### config.mk
export PLATFORM = sky130hd
export DESIGN_NAME = nsr_ctrl
export DESIGN_NICKNAME = d
export VERILOG_FILES = /design/src/rtl/nsr_pkg.sv /design/src/rtl/nsr_ctrl.sv
export SDC_FILE = /design/constraint.sdc
export NUM_CORES = 1
export LEC_CHECK = 0
export ABC_AREA = 1
export BUFFER_PORTS_ARGS = -buffer_cell sky130_fd_sc_hd__buf_2
export CAP_MARGIN = 20
export CELL_PAD_IN_SITES_DETAIL_PLACEMENT = 0
export CELL_PAD_IN_SITES_GLOBAL_PLACEMENT = 2
export CORE_MARGIN = 4
export CORE_UTILIZATION = 23
export DETAILED_ROUTE_END_ITERATION = 10
export PLACE_DENSITY = 0.83
export SYNTH_ARGS = -nofsm -noshare
export SYNTH_HDL_FRONTEND = slang
export SYNTH_SLANG_ARGS = --single-unit
### constraint.sdc
create_clock -name clk -period 1.2 [get_ports clk]
set_clock_uncertainty 0.1 [all_clocks]
set_input_delay 0.12 -clock clk [delete_from_list [all_inputs] [get_ports clk]]
set_output_delay 0.12 -clock clk [all_outputs]
set_load 0.03 [all_outputs]
### src/rtl/nsr_pkg.sv
// ----------------------------------------------------------------------------
// nsr_pkg: shared types and constants for the Newton square root block
// Holds the fixed-point format, the step limit, the result codes and the
// command and status bundles between the controller and the datapath.
// ----------------------------------------------------------------------------
package nsr_pkg;

  localparam int FRAC_BITS = 48;   // fraction bits of an estimate
  localparam int MAX_ITER  = 100;  // step limit
  localparam int EST_W     = 64;   // estimate width
  localparam int WIDE_W    = 192;  // numerator and quotient width of the divider
  localparam int X_W       = 31;   // radicand width
  localparam int E_W       = 4;    // digit count width
  localparam int STEPS_W   = 7;    // reported step count width
  localparam int SCNT_W    = 8;    // internal step counter, holds MAX_ITER + 1
  localparam int DCNT_W    = 8;    // divider bit counter
  localparam int ISQ_STEPS = 16;   // digit pairs of the start square root
  localparam int MUL_STEPS = 5;    // four partial products plus a final drain step

  typedef enum logic [1:0] {
    RES_CONVERGED = 2'd0,
    RES_INVALID   = 2'd1,
    RES_NO_CONV   = 2'd2
  } res_status_t;

  typedef struct packed {
    logic        load_in;
    logic        isq_step;
    logic        start_est;
    logic        div_start;
    logic        div_sel_tol;
    logic        tol_capture;
    logic        avg;
    logic        mul_step;
    logic [2:0]  mul_idx;
    logic        diff_calc;
    logic        step_inc;
    logic        out_load;
    res_status_t out_status;
  } cmd_t;

  typedef struct packed {
    logic in_invalid;
    logic div_done;
    logic limit;
    logic converged;
  } stat_t;

  // Powers of ten for the tolerance.
  function automatic logic [EST_W-1:0] pow10(input logic [E_W-1:0] e);
    logic [EST_W-1:0] p;
    case (e)
      4'd0:    p = 64'd1;
      4'd1:    p = 64'd10;
      4'd2:    p = 64'd100;
      4'd3:    p = 64'd1000;
      4'd4:    p = 64'd10000;
      4'd5:    p = 64'd100000;
      4'd6:    p = 64'd1000000;
      4'd7:    p = 64'd10000000;
      4'd8:    p = 64'd100000000;
      4'd9:    p = 64'd1000000000;
      4'd10:   p = 64'd10000000000;
      4'd11:   p = 64'd100000000000;
      4'd12:   p = 64'd1000000000000;
      4'd13:   p = 64'd10000000000000;
      4'd14:   p = 64'd100000000000000;
      default: p = 64'd1000000000000000;
    endcase
    return p;
  endfunction

endpackage

### src/rtl/nsr_ctrl.sv
// ----------------------------------------------------------------------------
// nsr_ctrl: sequencer of the Newton square root
// Steps the datapath through start estimate, tolerance and Newton steps.
// ----------------------------------------------------------------------------
module nsr_ctrl (
  input  logic           clk,
  input  logic           rst_n,
  input  logic           in_tvalid,
  output logic           in_tready,
  output logic           out_tvalid,
  input  logic           out_tready,
  input  nsr_pkg::stat_t stat,
  output nsr_pkg::cmd_t  cmd
);

  typedef enum logic [3:0] {
    S_IDLE, S_ISQ, S_START, S_TOL, S_NDIV, S_MUL, S_DIFF, S_CMP, S_FINISH
  } state_t;

  state_t               state_r;
  logic [3:0]           cnt_r;
  nsr_pkg::res_status_t res_r;
  logic                 out_valid_r;
  logic                 accept;
  logic                 out_free;

  assign in_tready  = (state_r == S_IDLE);
  assign out_tvalid = out_valid_r;
  assign accept     = in_tvalid && in_tready;
  assign out_free   = !out_valid_r || out_tready;

  always_ff @(posedge clk) begin
    if (!rst_n) begin
      state_r     <= S_IDLE;
      cnt_r       <= '0;
      res_r       <= nsr_pkg::RES_CONVERGED;
      out_valid_r <= 1'b0;
    end else begin
      if (cmd.out_load) begin
        out_valid_r <= 1'b1;
      end else if (out_tready) begin
        out_valid_r <= 1'b0;
      end
      unique case (state_r)
        S_IDLE: begin
          cnt_r <= '0;
          if (accept) begin
            if (stat.in_invalid) begin
              res_r   <= nsr_pkg::RES_INVALID;
              state_r <= S_FINISH;
            end else begin
              state_r <= S_ISQ;
            end
          end
        end
        S_ISQ: begin
          cnt_r <= cnt_r + 1'b1;
          if (cnt_r == 4'(nsr_pkg::ISQ_STEPS - 1)) begin
            state_r <= S_START;
          end
        end
        S_START: state_r <= S_TOL;
        S_TOL: begin
          if (stat.div_done) begin
            state_r <= S_NDIV;
          end
        end
        S_NDIV: begin
          cnt_r <= '0;
          if (stat.div_done) begin
            if (stat.limit) begin
              res_r   <= nsr_pkg::RES_NO_CONV;
              state_r <= S_FINISH;
            end else begin
              state_r <= S_MUL;
            end
          end
        end
        S_MUL: begin
          cnt_r <= cnt_r + 1'b1;
          if (cnt_r == 4'(nsr_pkg::MUL_STEPS - 1)) begin
            state_r <= S_DIFF;
          end
        end
        S_DIFF: state_r <= S_CMP;
        S_CMP: begin
          if (stat.converged) begin
            res_r   <= nsr_pkg::RES_CONVERGED;
            state_r <= S_FINISH;
          end else begin
            state_r <= S_NDIV;
          end
        end
        S_FINISH: begin
          if (out_free) begin
            state_r <= S_IDLE;
          end
        end
        default: state_r <= S_IDLE;
      endcase
    end
  end

  always_comb begin
    cmd             = '0;
    cmd.out_status  = res_r;
    cmd.mul_idx     = cnt_r[2:0];
    cmd.load_in     = accept;
    cmd.isq_step    = (state_r == S_ISQ);
    cmd.start_est   = (state_r == S_START);
    cmd.mul_step    = (state_r == S_MUL);
    cmd.diff_calc   = (state_r == S_DIFF);
    cmd.out_load    = (state_r == S_FINISH) && out_free;
    cmd.div_sel_tol = (state_r == S_START);
    cmd.tol_capture = (state_r == S_TOL) && stat.div_done;
    cmd.avg         = (state_r == S_NDIV) && stat.div_done;
    cmd.step_inc    = (state_r == S_CMP) && !stat.converged;
    cmd.div_start   = (state_r == S_START) || cmd.tol_capture || cmd.step_inc;
  end

endmodule

==> flow_summary.ini <==
[route]
wl_met1_um = 1238
viasPerCell = 4.323
drc = 0
initialDrtViolationCount = 43
wl_met2_um = 1342
wl_met3_um = 144
drt-total-wl_um = 2750
dr.pass1.iters = 4
wl_per_cell_um = 11.85
top_layer = met4
final_antenna_net_count = 0
via_count = 1003

[floorplan]
core_area_sq_um = 3442
start_util_pct = 24.50
die_h_um = 68.55
ios = 26
die-area_sq_um = 4699
num_rows = 21
fp.dieW_um = 68.55

[clock_network]
root_buffer = clkbuf_8
hold_buffers = 0
h-tree-depth = 1
cts_inserted_buffers = 3
cts.reportedPaths.clkPinSlew_ns = 0.05
cts_tree = done
clock_sinks = 11
insertion_delay_ns = 0.23
clockBufferDepth = 2

[logic_synthesis]
ys_warn_count = 0
yosysSeqAreaShare_pct = 26.11
syn_area_per_cell_sq_um = 6.389
synth_nets = 142
synth_largest_area_cell = dfxtp_1
synth_area_leaders = dfxtp_1, nand2_1, nand3_1
yosysTopAreaCellShare_pct = 26.11
syn_area_sq_um = 843.3
syn_inst = 132
ys_ff_latch = 11
ys_types = 21

[pwr]
p_leak_nw = 0.7408
p_per_area_nw_per_um2 = 2527
peakVddDrop_mv = 0.9837

[global_route]
grt_max_degree = 9
first_global_vias = 981
groute.usage.overall_pct = 12.30
grt_first_pass_wirelength_um = 4395
antenna_found_initial = 0
gr-total-overflow = 0

[sta]
fmax_ghz = 0.6545
hold_viol = 0
rsz0062_at_grt = yes
min_period_over_period_pct = 127.3
worstMarginPinSlew_ns = 0.2688
holdWs_ns = 0.09427
fin_ws_ns = -0.3278
drv_slew = 0
setup_viol = 19
max_slew_margin_pct = 82.06
finalCriticalPeriod_ns = 1.528

[setup_path]
path_class = reg2out
cp_max_fo = 6
start_kind = flip-flop
worstPathRequired_ns = 0.98
endpoint_kind = output pin
cp.arrival_ns = 1.31

[placed_design]
dpl.hpwl_um = 2028
gp_congestion = 0.8072
pre_cts_slack_ns = -0.1753
portBuffers = 25

[final_layout]
num-nets-final = 197
fill_cells = 363
drive_gt1_share_pct = 61.83
area_delta_synth_final_pct = 80.12
diodes = 0

[flow_run]
drv_cap = 0

[status]
violations = setup timing
status = finished, violations left

[min_path]
hold_class = in2reg
## logic make-up after synthesis
| group | share of synthesized area, % |
|---|---|
| AO/OA/AOI/OAI | 8.012 |
| adder cells (fa/ha/maj) | 2.967 |
| buffers and inverters | 14.24 |
| flip-flops | 26.11 |
| AND/OR/NAND/NOR | 48.66 |
## layout by cell type (no fill, tap or decap), types with 7 or more instances in the layout
cell,n
a21oi_1,7
buf_2,13
buf_4,28
buf_6,14
inv_1,10
inv_2,8
nand2_1,20
nand2_2,7
nand3_1,10
nor2_1,11
nor2_4,8
## registers in the layout, summed over array words and instances, names as in the netlist
| name | count |
|---|---|
| res_r | 2 |
| cnt_r | 4 |
| state_r | 4 |
| out_tvalid | 1 |
## metal layers
metal | vias up | global-route usage, %
li1 | 517 | -
met1 | 456 | 15.10
met2 | 28 | 21.81
met3 | 2 | 2.107
met4 | 0 | 3.474
met5 | - | 0
## worst max-delay path, cell delays in order (launching register included)
cell and delay, ns:
dfxtp_4 0.37, nor2_4 0.21, inv_2 0.11, nor2_4 0.13, buf_4 0.11, buf_4 0.14
## area by class of cell
class                   instances  area [sq um]  share of cell area (%)
multi-input cells              94         653.1                   43.00
repair buffers                 55         432.9                   28.50
flip-flops and latches         11         237.7                   15.65
inverters                      22         92.59                   6.096
well taps                      46         57.56                   3.789
clock buffers                   4         45.04                   2.965
## power breakdown
part / switching [mW] / leakage, nW / internal [mW]
Clock: 0.134 / 0.0228 / 0.233
Sequential: 0.143 / 0.0936 / 0.499
Combinational: 1.60 / 0.624 / 1.22
Total: 1.88 / 0.741 / 1.96
## stage by stage
step,util [%],cells,TNS (ns),area (sq um),total power [mW]
2_1_floorplan,-,132,-1.259,899.6,2.104
3_3_place_gp,34.39,217,-1.494,1184,2.703
3_5_place_dp,34.39,217,-1.589,1184,2.734
4_1_cts,41.08,227,-4.204,1414,3.621
5_1_grt,44.13,232,-5.742,1519,4.127
6_report,44.13,232,-4.393,1519,3.838
## timing repair
action | 4_1_cts | 5_1_grt
buffers inserted | 6 | 5
setup endpoints to repair | 22 | 24
gates resized for setup | 44 | 22
pin swaps | 10 | 5
## cell usage after synthesis
cell and n:
a21oi_1 10, nand3_1 14, nor2_2 4, nor4_2 1, inv_2 6, nand2_2 4, inv_1 16, nand4_1 1
nor2_1 18, nor3_1 2, nor2_8 1, buf_4 5, nor2_4 2, ha_1 2, dfxtp_1 11, nand3b_1 1
nand3_2 2, a211oi_1 1, nand2_1 27, o21ai_0 2, nand2_4 2
## path summary, 6_finish.rpt
| check | start | endpoint | slack [ns] | cells past startpoint |
|---|---|---|---|---|
| worst min-delay path | rst_n | res_r[1] | 0.09 | 3 |
| worst min register to register | cnt_r[3] | cnt_r[3] | 0.35 | 1 |
| worst max-delay path | state_r[3] | cmd[14] | -0.33 | 5 |
| worst max register to register | state_r[2] | res_r[1] | -0.26 | 9 |
No activity file was read; power rests on OpenSTA's default activity.
